## src/rtl/core/mslpd_pkg.sv

```systemverilog
// Shared types and codes for the multi-stream length-prefix deframer.
// Holds the per-stream state entry, framing phases, result status codes and register indices.
// No dependencies.
`default_nettype none

package mslpd_pkg;

  localparam int unsigned HDR_BYTES = 2;

  typedef enum logic [1:0] {
    PH_HDR1 = 2'd0,
    PH_HDR2 = 2'd1,
    PH_BODY = 2'd2
  } phase_t;

  typedef enum logic [2:0] {
    ST_HDR   = 3'd0,
    ST_BODY  = 3'd1,
    ST_DONE  = 3'd2,
    ST_SHORT = 3'd3,
    ST_LONG  = 3'd4,
    ST_RANGE = 3'd5
  } status_t;

  typedef enum logic {
    REG_ACTIVE_STREAMS   = 1'b0,
    REG_MAX_FRAME_LENGTH = 1'b1
  } reg_index_t;

  typedef struct packed {
    phase_t      phase;
    logic [7:0]  header_low_byte;
    logic [15:0] bytes_remaining;
    logic [15:0] bytes_received;
  } entry_t;

endpackage

`default_nettype wire

```

## src/rtl/core/multi_stream_length_prefix_deframer.sv

```systemverilog
// Top level of the multi-stream length-prefix deframer.
// Per-stream framing state sits in one synchronous memory; depends on mslpd_pkg.
//
//   Channel  Direction  Beat contents
//   s_*      in         stream_id, data_byte
//   m_*      out        stream_echo, status, byte_out, frame_offset; tlast = last_of_frame
//   cfg_*    in         register writes: active_streams, max_frame_length
//
// One beat per cycle sustained while the output is not stalled; each beat passes
// the memory-stage and output registers. The rate is set by the state memory: one
// read and one write per cycle, with the write of a beat forwarded to a read of
// the same stream in the same cycle. Reset clears all stream state at once through
// per-entry valid bits. A stall on the output holds the pipeline; the input still
// takes a beat while the output register is full and the stage ahead of it is empty.
`default_nettype none

module multi_stream_length_prefix_deframer #(
  parameter int unsigned NUM_STREAMS      = 16,
  parameter int unsigned MIN_FRAME_LENGTH = 2
) (
  input  wire logic        clk,
  input  wire logic        rst,
  input  wire logic        s_tvalid,
  output logic             s_tready,
  input  wire logic [15:0] s_tdata,   // [3:0] stream_id, [11:4] data_byte, [15:12] zero
  output logic             m_tvalid,
  input  wire logic        m_tready,
  output logic [31:0]      m_tdata,   // [3:0] stream_echo, [6:4] status, [14:7] byte_out,
                                      // [30:15] frame_offset, [31] zero
  output logic             m_tlast,
  input  wire logic        cfg_we,
  input  wire mslpd_pkg::reg_index_t cfg_index,
  input  wire logic [15:0] cfg_data
);
  import mslpd_pkg::*;

  localparam int unsigned ADDR_W = (NUM_STREAMS > 1) ? $clog2(NUM_STREAMS) : 1;
  localparam logic [15:0] MIN_LEN = 16'(MIN_FRAME_LENGTH);
  localparam logic [15:0] NUM_S   = 16'(NUM_STREAMS);

  logic [4:0]  active_streams;
  logic [15:0] max_frame_length;

  entry_t                 mem [NUM_STREAMS];
  logic [NUM_STREAMS-1:0] valid;

  logic              s1_v;
  logic [3:0]        s1_sid;
  logic [7:0]        s1_byte;
  entry_t            mem_q;
  logic              hit_q;
  logic              fwd_q;
  entry_t            fwd_data;

  logic              o_v;
  logic [3:0]        o_sid;
  status_t           o_status;
  logic [7:0]        o_byte;
  logic [15:0]       o_offset;
  logic              o_last;

  logic              adv;
  logic              s_acc;
  logic [ADDR_W-1:0] raddr;
  logic [ADDR_W-1:0] waddr;
  logic              we;
  logic              in_range;
  entry_t            cur;
  entry_t            entry_next;
  status_t           status_next;
  logic [15:0]       offset_next;
  logic              last_next;
  logic [15:0]       len;
  logic [15:0]       maxlen;

  assign adv      = !o_v || m_tready;
  assign s_tready = !s1_v || adv;
  assign s_acc    = s_tvalid && s_tready;
  assign raddr    = ADDR_W'(s_tdata[3:0]);
  assign waddr    = ADDR_W'(s1_sid);

  assign in_range = ({12'b0, s1_sid} < {11'b0, active_streams}) &&
                    ({12'b0, s1_sid} < NUM_S);
  assign maxlen   = (max_frame_length < MIN_LEN) ? MIN_LEN : max_frame_length;
  assign cur      = fwd_q ? fwd_data : (hit_q ? mem_q : '0);
  assign len      = {s1_byte, cur.header_low_byte};
  assign we       = s1_v && adv && in_range;

  always_comb begin
    entry_next  = cur;
    status_next = ST_RANGE;
    offset_next = '0;
    last_next   = 1'b0;
    if (in_range) begin
      case (cur.phase)
        PH_HDR2: begin
          offset_next = 16'd1;
          if (len < MIN_LEN) begin
            status_next = ST_SHORT;
            entry_next  = '0;
          end else if (len == 16'(HDR_BYTES)) begin
            status_next = ST_DONE;
            last_next   = 1'b1;
            entry_next  = '0;
          end else begin
            status_next                = ST_HDR;
            entry_next.bytes_received  = 16'(HDR_BYTES);
            entry_next.bytes_remaining = len - 16'(HDR_BYTES);
            entry_next.phase           = PH_BODY;
          end
        end
        PH_BODY: begin
          offset_next = cur.bytes_received;
          if (({1'b0, cur.bytes_received} + 17'd1) > {1'b0, maxlen}) begin
            status_next = ST_LONG;
            entry_next  = '0;
          end else if (cur.bytes_remaining <= 16'd1) begin
            status_next = ST_DONE;
            last_next   = 1'b1;
            entry_next  = '0;
          end else begin
            status_next                = ST_BODY;
            entry_next.bytes_received  = cur.bytes_received + 16'd1;
            entry_next.bytes_remaining = cur.bytes_remaining - 16'd1;
          end
        end
        default: begin
          status_next                = ST_HDR;
          entry_next.header_low_byte = s1_byte;
          entry_next.bytes_received  = 16'd1;
          entry_next.bytes_remaining = '0;
          entry_next.phase           = PH_HDR2;
        end
      endcase
    end
  end

  // State memory with registered read and write forwarding.
  always_ff @(posedge clk) begin
    if (we) begin
      mem[waddr] <= entry_next;
    end
    if (s_acc) begin
      mem_q    <= mem[raddr];
      fwd_data <= entry_next;
    end
  end

  always_ff @(posedge clk) begin
    if (rst) begin
      valid            <= '0;
      s1_v             <= 1'b0;
      o_v              <= 1'b0;
      hit_q            <= 1'b0;
      fwd_q            <= 1'b0;
      active_streams   <= 5'd16;
      max_frame_length <= 16'd1024;
    end else begin
      if (cfg_we) begin
        unique case (cfg_index)
          REG_ACTIVE_STREAMS:   active_streams   <= cfg_data[4:0];
          REG_MAX_FRAME_LENGTH: max_frame_length <= cfg_data;
          default: ;
        endcase
      end
      if (we) begin
        valid[waddr] <= 1'b1;
      end
      if (s_acc) begin
        hit_q <= valid[raddr];
        fwd_q <= we && (waddr == raddr);
        s1_v  <= 1'b1;
      end else if (adv) begin
        s1_v  <= 1'b0;
      end
      if (adv) begin
        o_v <= s1_v;
      end
    end
  end

  always_ff @(posedge clk) begin
    if (s_acc) begin
      s1_sid  <= s_tdata[3:0];
      s1_byte <= s_tdata[11:4];
    end
    if (adv && s1_v) begin
      o_sid    <= s1_sid;
      o_status <= status_next;
      o_byte   <= s1_byte;
      o_offset <= offset_next;
      o_last   <= last_next;
    end
  end

  assign m_tvalid = o_v;
  assign m_tdata  = {1'b0, o_offset, o_byte, o_status, o_sid};
  assign m_tlast  = o_last;

  a_last_done: assert property (@(posedge clk) disable iff (rst)
    m_tvalid && m_tlast |-> o_status == ST_DONE)
    else $error("last_of_frame without frame complete status");

  a_range_clean: assert property (@(posedge clk) disable iff (rst)
    m_tvalid && o_status == ST_RANGE |-> o_offset == 16'd0 && !o_last)
    else $error("out-of-range beat carries offset or last flag");

  a_write_advance: assert property (@(posedge clk) disable iff (rst)
    we |-> s1_v && adv)
    else $error("state write without a beat moving to the output");

  a_stall_hold: assert property (@(posedge clk) disable iff (rst)
    s1_v && !adv |=> s1_v && $stable(s1_sid) && $stable(s1_byte))
    else $error("stalled beat lost in the memory stage");

endmodule

`default_nettype wire

```

## config.mk

```make
export PLATFORM = sky130hd
export DESIGN_NAME = multi_stream_length_prefix_deframer
export DESIGN_NICKNAME = d
export VERILOG_FILES = /design/src/rtl/core/mslpd_pkg.sv /design/src/rtl/core/multi_stream_length_prefix_deframer.sv
export SDC_FILE = /design/constraint.sdc
export NUM_CORES = 1
export LEC_CHECK = 0
export ABC_AREA = 1
export BUFFER_PORTS_ARGS = -buffer_cell sky130_fd_sc_hd__buf_2
export CAP_MARGIN = 20
export CELL_PAD_IN_SITES_DETAIL_PLACEMENT = 0
export CELL_PAD_IN_SITES_GLOBAL_PLACEMENT = 1
export CORE_UTILIZATION = 49
export CTS_BUF_LIST = sky130_fd_sc_hd__clkbuf_8
export DETAILED_ROUTE_END_ITERATION = 8
export PLACE_DENSITY = 0.8
export RECOVER_POWER = 100
export SYNTH_ARGS = -nofsm -noshare
export SYNTH_HDL_FRONTEND = slang
export SYNTH_SLANG_ARGS = --single-unit
```

## constraint.sdc

```tcl
create_clock -name clk -period 4.5 [get_ports clk]
set_clock_uncertainty 0.05 [all_clocks]
set_input_delay 0.225 -clock clk [delete_from_list [all_inputs] [get_ports clk]]
set_output_delay 0.225 -clock clk [all_outputs]
set_load 0.03 [all_outputs]
```

# Word-level counts from Yosys, hierarchy flattened
# Memories as Yosys holds them, arrays and structs flattened. A register that Yosys moved wholly into a read port is not among the register bits.
# Cells that the tools add are included.
[totals]
input_bits = 38
ram_bits = 672
mem_bits_ro = 0
n_memories = 1
regBits = 127
wordCells = 80
output_inout_bits = 35
latch_bits = 0
[classes]
mux = 31
n_div = 0
mul = 0
bitwise = 2
n_addsub = 4
n_eq_ne = 4
order_cmp = 8
n_reduce_logical = 12
n_shift = 0
[mem_list]
columns = ["memory", "depth", "width", "read_ports", "rd_ports_with_merged_regs", "wr", "line_no", "source"]
rows = [
  ["mem", 16, 42, 1, 1, 1, "multi_stream_length_prefix_deframer.sv:44", "entry_t mem [NUM_STREAMS];"],
]
[op_table]
columns = ["op", "n"]
rows = [
  ["$mux 42", 5],
  ["$pmux 42 s2", 1],
  ["$mux 32", 2],
  ["$lt 16x2->1 const B", 2],
  ["$pmux 16 s2", 1],
  ["$add 16x1->17 const B", 1],
  ["$gt 17x16->1", 1],
  ["$add 16x1->16 const B", 1],
  ["$eq 16x2->1 const B", 1],
  ["$le 16x1->1 const B", 1],
  ["$mux 16", 1],
  ["$or 16x16->16", 1],
  ["$sub 16x1->16 const B", 1],
  ["$sub 16x2->16 const B", 1],
  ["$lt 4x5->1 const B", 2],
  ["$mux 1", 10],
  ["$mux 10", 1],
  ["$mux 2", 4],
  ["$mux 8", 1],
  ["$pmux 3 s2", 1],
  ["$logic_and 1x1->1", 5],
  ["$lt 4x5->1", 1],
  ["$bmux 1 s4", 1],
  ["$demux 1 s4", 1],
  ["other kinds (11)", 14],
]

# Longest topological paths before layout
# Gate-level depths: netlist of run 1.
[logic_depth]
ltp_word = 7
depth_mapped = 30
mapped_depth_nobuf = 28

# Worst setup path after synthesis of run 1
# Ideal clock, no wire load.
[synth_timing]
path_type = "reg2reg"
startpoint = "register o_v (netlist: m_tvalid)"
endpoint = "memory mem[10][0] (netlist bit) (enable)"
n_path_buf = 0
required_ns = 4.007
setup_ns = 0.443
slack_ns = -0.249
path_stages_with_launch = 8
t_arrival_ns = 4.256
period_less_slack_ns = 4.749
path_cell_list = "dfxtp_1 nand2_1 inv_1 nor2_1 nand2_1 inv_1 nand3_1 nor2_1"
[synth_via]
elab_chain_len = 6
[synth_lines]
columns = ["element", "line_no", "source"]
rows = [
  ["from (decl)", "multi_stream_length_prefix_deframer.sv:55", "logic o_v;"],
  ["from (signal assigned)", "multi_stream_length_prefix_deframer.sv:177", "o_v <= s1_v;"],
  ["$logic_not 1->1", "multi_stream_length_prefix_deframer.sv:76", "assign adv = !o_v || m_tready;"],
  ["$logic_or 1x1->1", "multi_stream_length_prefix_deframer.sv:76", ""],
  ["$logic_and 1x1->1 (2 in a row)", "multi_stream_length_prefix_deframer.sv:87", "assign we = s1_v && adv && in_range;"],
  ["$mux 1", "multi_stream_length_prefix_deframer.sv:140", "if (we) begin"],
  ["$mux 1 (not written as such)", "multi_stream_length_prefix_deframer.sv:141", "mem[waddr] <= entry_next;"],
  ["to (decl)", "multi_stream_length_prefix_deframer.sv:44", ""],
]
# No other way between the ends.

==> out/qor.log, run 1 <==
[outcome] run status complete, but fails checks
[outcome] violated checks capacitance limit, slew limit
[cells_and_area] Nets 2,892
[timing] unrepaired setup endpoints after global routing false
[clock_network] sink count of the clock tree 841
[global_routing] number of global-route vias before repair 22,400
[timing] slew at the pin closest to its max-slew limit 4.28 ns
[worst_setup_path] worst-path fanout max 65
[clock_network] cell chosen for the clock root sky130_fd_sc_hd__clkbuf_8
[floorplanning] Die Outline Area 72,500 µm²
[clock_network] worst-skew pair later-pin latency 0.80 ns
[synth] proportion of synthesized chip area in sequential cells 0.710
[cells_and_area] top library cells by usage in the layout, fill and taps aside sky130_fd_sc_hd__edfxtp_1, sky130_fd_sc_hd__nor2_1, sky130_fd_sc_hd__nand2_1
[flow_run] max capacitance violation total 5
[detailed_routing] detailed-route wire length per cell 23.0 µm
[global_routing] pin count of the biggest net entering global routing 176
[synth] Mapped Avg Cell Area 13.1 µm²
[synth] Yosys warning total 0
[timing] final clock period utilization by the worst path 0.959
[detailed_routing] total number of vias 22,800
[worst_setup_path] critical path endpoint category flip-flop
[synth] flip-flop and latch count after synthesis 841
[synth] most instantiated flip-flop cell in the synthesis netlist sky130_fd_sc_hd__edfxtp_1
[clock_network] Setup Fix Bufs, Post-CTS 0
[worst_setup_path] worst path arrival time 4.88 ns
[timing] min Tclk post-route 4.31 ns
[placement] worst setup slack after placement 0.179 ns
[floorplanning] placeable core region 70,400 µm²
[timing] setup TNS after final layout 0 ns
[synth] number of different library cells in the post-synthesis netlist 54
[cells_and_area] share of cells above drive strength 1 0.122
[worst_setup_path] start-to-end type of the worst setup path in -> reg
[power_and_ir_drop] Worst VDD drop 0.000259 V
[synth] cell area after synthesis 35,000 µm²
[floorplanning] Rows 97
[timing] least setup slack across all paths after layout 0.185 ns
[clock_network] CTS clk-pin slew, worst paths 0.06 ns
[global_routing] initial antenna violation count 4
[clock_network] depth of the CTS H-tree 4
[floorplanning] Die Y 269 µm
[cells_and_area] Cell Count, Final, Fillers Out 3,869
[synth] number of enable-type register cells in the synthesized netlist 800
[detailed_routing] detailed-route DRC error count 0
[synth] gate count of the mapped netlist 2,676
[cells_and_area] leading cell type in the layout, fill and taps excluded sky130_fd_sc_hd__edfxtp_1
[timing] Fmax achieved 232 MHz
[timing] setup violation total in the final timing report 0
[power_and_ir_drop] total power divided by cell area 418 nW/µm²
[timing] number of pins exceeding their max-slew limit in the final report 363
[clock_network] CTS Buffer Depth 3
[cells_and_area] area taken by multi-input logic gates 9130 µm²
[floorplanning] floorplan die width 269 µm
[placement] count of buffers inserted at the top-level ports 67
[clock_network] TritonCTS buffer count 134
[cells_and_area] Filler cells 5,641
[timing] Post-Route Hold Slack 0.102 ns
[cells_and_area] Finished Core Util 0.559
[worst_setup_path] required time reported for the critical path endpoint 5.07 ns
[cells_and_area] register area 24,800 µm²
[placement] Final GP Congestion 0.899
[detailed_routing] Post-Route WL 89.0 mm
[placement] half-perimeter wire length after detailed placement 48.8 mm
[global_routing] total routing resource utilization after global routing 0.245
[placement] cell total after placement 3,594
[floorplanning] I/O pin cnt 73
[worst_hold_path] Hold/Removal Path Class in -> reg
[global_routing] global route total overflow 0
[detailed_routing] 1st-iter DRT viols 2,100
[detailed_routing] DRT antenna net count 0
[detailed_routing] total iterations of the first detailed-routing run 5
[cells_and_area] growth of design area from synthesis to finish 12.5%
[timing] final hold violation count 0
[power_and_ir_drop] leakage power 14.2 nW
[synth] number of nets produced by synthesis 2,739
[timing] worst relative slew slack -1.85
[clock_network] CTS tree built
[synth] fraction of registers with async set or reset after synthesis 0
[floorplanning] starting utilization of the core area 0.497
[worst_setup_path] startpoint types primary input
[global_routing] global-route wire length before repair 134 mm
[detailed_routing] mean number of vias per cell 5.89
## registers in the layout, summed over array words and instances, names as in the netlist
signal / flops
max_frame_length: 16
s1_sid: 4
s1_byte: 8
valid: 16
fwd_q: 1
m_tlast: 1
mem_q: 42
o_offset: 16
o_status: 3
hit_q: 1
s1_v: 1
mem: 672
o_byte: 8
fwd_data: 42
active_streams: 5
m_tvalid: 1
o_sid: 4
## worst paths after layout
path	from	endpoint	slack [ns]	cells after the start
worst min register to register	max_frame_length[0]	max_frame_length[0]	0.41	2
worst max-delay path	s_tdata[2]	mem_q[7]	0.19	6
worst max register to register	fwd_q	mem[12][8]	0.23	8
worst min-delay path	s_tdata[10]	s1_byte[6]	0.10	2
## cell families (layout without fill, tap and decap cells)
family / after synthesis / count (layout) / synth area share
muxes: 132 / 132 / 0.0378
adders and majority gates: 25 / 25 / 0.00894
xor gates and xnor gates: 21 / 21 / 0.00526
DFF: 841 / 841 / 0.710
other: 1 / 2 / 0.000107
buffers and inverters: 273 / 525 / 0.0330
and+or+nand+nor: 865 / 865 / 0.106
AOI/OAI and AO/OA: 518 / 518 / 0.0989
## worst max-delay path, stage by stage
cell and delay [ns]:
sky130_fd_sc_hd__clkbuf_1 2.94, sky130_fd_sc_hd__clkinv_2 0.13, sky130_fd_sc_hd__clkbuf_4 0.70, sky130_fd_sc_hd__o221ai_1 0.32
sky130_fd_sc_hd__nand3_1 0.12, sky130_fd_sc_hd__nand2_1 0.33
## where the power goes
group / total, W / leakage, nW / switching [W] / internal [W]
clock network: 0.00606 / 1.43 / 0.00294 / 0.00312
registers: 0.00890 / 7.82 / 0.0000610 / 0.00884
logic: 0.00147 / 4.90 / 0.00106 / 0.000409
total: 0.0164 / 14.2 / 0.00407 / 0.0124
## timing repair
action	in CTS	in global routing
setup endpoints to repair	0	459
gates resized for setup	0	16
hold endpoints to repair	32	0
hold buffers	38	0
## per-stage QoR
stage	instance area, µm²	total power (W)
after detailed placement	36700	0.0105
after global routing	39300	0.0170
final	39300	0.0164
after floorplan	35000	0.0100
after CTS	39500	0.0165
after global placement	36700	0.0104
## layer usage
layer  global-route usage  routed length [µm]  share of wire
met1                0.328               35900           0.40
met4               0.0853                2380          0.027
met5                    0                  41        0.00046
met2                0.399               42700           0.48
met3               0.0502                8030          0.090
## synthesized netlist by cell type (all sizes together) (2+ instances only)
cell,count,area (µm²)
edfxtp,800,24000
a21o,2,15.0
nand3b,5,37.5
a21oi,53,269
o211ai,38,285
o32ai,38,333
inv,105,394
nand2,356,1400
nor3,14,103
a22oi,11,111
o21ai,211,1060
clkbuf,123,462
o221ai,132,1160
nand3,80,418
nand4,40,287
ha,25,313
mux2i,132,1320
xor2,18,158
buf,42,289
nor4,3,18.8
clkinv,3,11.3
dfxtp,41,821
xnor2,3,26.3
nor2,361,1390
o21a,16,120
or2,4,25.0
o22ai,14,87.6
## layout make-up
cell class,instances,share of cell area
antenna,1,0.0000636
clock buffer,139,0.0486
clock inverter,96,0.0142
inverter,108,0.0105
multi-input combinational,1562,0.232
sequential,841,0.632
tap,940,0.0299
timing repair buffer,182,0.0331
Power figures use the tool's default switching activity.
==> run 2: changes to the inputs <==
==> constraint.sdc (replaced) <==
create_clock -name clk -period 3.8 [get_ports clk]
set_clock_uncertainty 0.05 [all_clocks]
set_input_delay 0.19 -clock clk [delete_from_list [all_inputs] [get_ports clk]]
set_output_delay 0.19 -clock clk [all_outputs]
set_load 0.03 [all_outputs]
==> run 2 against run 1 <==
Against the previous run: the run still ends with capacitance limit, slew limit left; design area is 4.7% higher; first-iteration DRC count is 18% higher; total power is 20% higher; utilization is 2.6 points higher; critical path depth is 1 higher; setup slack worse by 0.089 ns; non-clock buffer count is 109 higher; global-route usage is 0.56 points higher; die area stayed put; flip-flop and latch count stayed put; combinational power is 48% higher; critical path type unchanged; critical endpoint is now hit_q; highest routed layer is now met4.
==> out/qor.log, run 2 (synthesized netlist as in run 1, its figures left out) <==
[timing] min Tclk post-route 3.70 ns
[cells_and_area] register bank with the most flops mem
[placement] half-perimeter wire length after detailed placement 51.4 mm
[placement] cell total after placement 3,688
[cells_and_area] share of cells above drive strength 1 0.164
[cells_and_area] top library cells by usage in the layout, fill and taps aside sky130_fd_sc_hd__edfxtp_1, sky130_fd_sc_hd__nor2_1, sky130_fd_sc_hd__nand2_1
[clock_network] CTS clk-pin slew, worst paths 0.06 ns
[detailed_routing] detailed-route DRC error count 0
[timing] final hold violation count 0
[placement] worst setup slack after placement -0.132 ns
[worst_setup_path] cells along the critical path clkbuf_1 > clkbuf_2 > o221ai_1 > o211ai_1 > o21ai_0 > o21ai_0 > inv_1
[clock_network] CTS Buffer Depth 3
[timing] slew at the pin closest to its max-slew limit 3.39 ns
[worst_setup_path] required time reported for the critical path endpoint 4.41 ns
[flow_run] max capacitance violation total 5
[detailed_routing] Post-Route WL 92.3 mm
[timing] unrepaired setup endpoints after global routing true
[clock_network] cell chosen for the clock root sky130_fd_sc_hd__clkbuf_8
[floorplanning] Rows 97
[cells_and_area] Nets 3,004
[floorplanning] I/O pin cnt 73
[floorplanning] placeable core region 70,400 µm²
[detailed_routing] 1st-iter DRT viols 2,483
[detailed_routing] total iterations of the first detailed-routing run 5
[timing] Post-Route Hold Slack 0.0766 ns
[timing] setup violation total in the final timing report 0
[worst_setup_path] Slowest-stage cell, CP sky130_fd_sc_hd__clkbuf_2
[global_routing] initial antenna violation count 2
[worst_setup_path] critical path endpoint category flip-flop
[power_and_ir_drop] leakage power 15.0 nW
[detailed_routing] DRT antenna net count 0
[outcome] run status complete, but fails checks
[worst_hold_path] Hold/Removal Path Class in -> reg
[worst_setup_path] worst-path fanout max 126
[timing] setup TNS after final layout 0 ns
[clock_network] depth of the CTS H-tree 4
[clock_network] TritonCTS buffer count 136
[power_and_ir_drop] Worst VDD drop 0.000331 V
[worst_setup_path] most frequent cell on the critical path sky130_fd_sc_hd__o21ai_0
[power_and_ir_drop] total power divided by cell area 480 nW/µm²
[worst_setup_path] startpoint types primary input
[global_routing] number of global-route vias before repair 23,100
[timing] worst relative slew slack -1.26
[cells_and_area] number of flip-flops in the largest register 672
[outcome] violated checks capacitance limit, slew limit
[timing] number of pins exceeding their max-slew limit in the final report 344
[clock_network] worst-skew pair later-pin latency 0.79 ns
[clock_network] sink count of the clock tree 841
[cells_and_area] growth of design area from synthesis to finish 17.8%
[detailed_routing] detailed-route wire length per cell 23.1 µm
[floorplanning] floorplan die width 269 µm
[timing] Fmax achieved 270 MHz
[clock_network] CTS tree built
[global_routing] global-route wire length before repair 137 mm
[timing] least setup slack across all paths after layout 0.0958 ns
[worst_setup_path] worst path arrival time 4.32 ns
[floorplanning] Die Y 269 µm
[global_routing] pin count of the biggest net entering global routing 127
[timing] final clock period utilization by the worst path 0.975
[global_routing] global route total overflow 0
[placement] Final GP Congestion 0.933
[detailed_routing] total number of vias 23,500
[floorplanning] Die Outline Area 72,500 µm²
[cells_and_area] leading cell type in the layout, fill and taps excluded sky130_fd_sc_hd__edfxtp_1
[worst_setup_path] start-to-end type of the worst setup path in -> reg
[detailed_routing] mean number of vias per cell 5.89
[global_routing] total routing resource utilization after global routing 0.251
[floorplanning] starting utilization of the core area 0.497
[cells_and_area] Regs by FF count mem: 672 flops, fwd_data: 42 flops, mem_q: 42 flops
[cells_and_area] Cell Count, Final, Fillers Out 3,986
[placement] count of buffers inserted at the top-level ports 67
[worst_setup_path] largest stage delay on the critical path 2.36 ns
[cells_and_area] Finished Core Util 0.585
-- run 2: changes by cell type in the layout (fill, tap and decap cells not counted), moves of 9 or more --
cell	before	now
sky130_fd_sc_hd__buf_4	22	109
sky130_fd_sc_hd__buf_12	9	57
sky130_fd_sc_hd__clkbuf_2	32	4
sky130_fd_sc_hd__clkinv_1	23	36
sky130_fd_sc_hd__clkbuf_8	139	149
sky130_fd_sc_hd__inv_1	145	136
sky130_fd_sc_hd__nand2_1	323	314
sky130_fd_sc_hd__o22ai_1	14	5
-- run 2: worst max-delay path, delay by kind of cell --
family                 cells  cell delay, ns
buffers and inverters      3            2.67
AOI/OAI and AO/OA          4            1.33
-- run 2: timing repair --
action,in CTS,in global routing
endpoints found under the hold margin,33,0
setup endpoints to repair,541,698
resized for setup,5,75
cloned,0,7
hold buffers,39,0
buffers inserted,0,8
pin swaps,0,15
-- run 2: path summary, 6_finish.rpt --
check | from | to | slack, ns | depth (start not counted)
worst max-delay path | s_tdata[2] | hit_q | 0.1 | 7
worst min-delay path | s_tdata[5] | s1_byte[1] | 0.08 | 2
worst max register to register | fwd_q | mem[5][32] | 0.17 | 27
worst min register to register | valid[2] | valid[2] | 0.42 | 1
-- run 2: per-stage QoR --
| step | area (µm²) | total power [W] |
|---|---|---|
| detailed placement | 37900 | 0.0127 |
| CTS | 40800 | 0.0197 |
| floorplan | 35100 | 0.0119 |
| finish | 41200 | 0.0198 |
| global placement | 37900 | 0.0126 |
| global route | 41200 | 0.0205 |
-- run 2: cell type report --
type,instances,area [µm²]
fillers,5455,29200
flip-flops and latches,841,24800
multi-input cells,1563,9420
repair buffers,291,2870
clock buffers,149,2050
well taps,940,1180
clock inverters,93,419
inverters,108,419
diodes,1,2.50
-- run 2: power breakdown --
part	total, W	switching, W	internal [W]	leakage (nW)
sequential	0.0105	0.0000772	0.0105	7.82
clock	0.00709	0.00343	0.00366	1.40
combinational	0.00217	0.00140	0.000770	5.75
-- run 2: layer usage --
metal  share of wire  track usage  vias up
met4           0.025       0.0929        0
met2            0.47        0.398     1149
li1                -            -    10500
met3           0.091       0.0455      182
met5               0            0        -
met1            0.41        0.347    11600
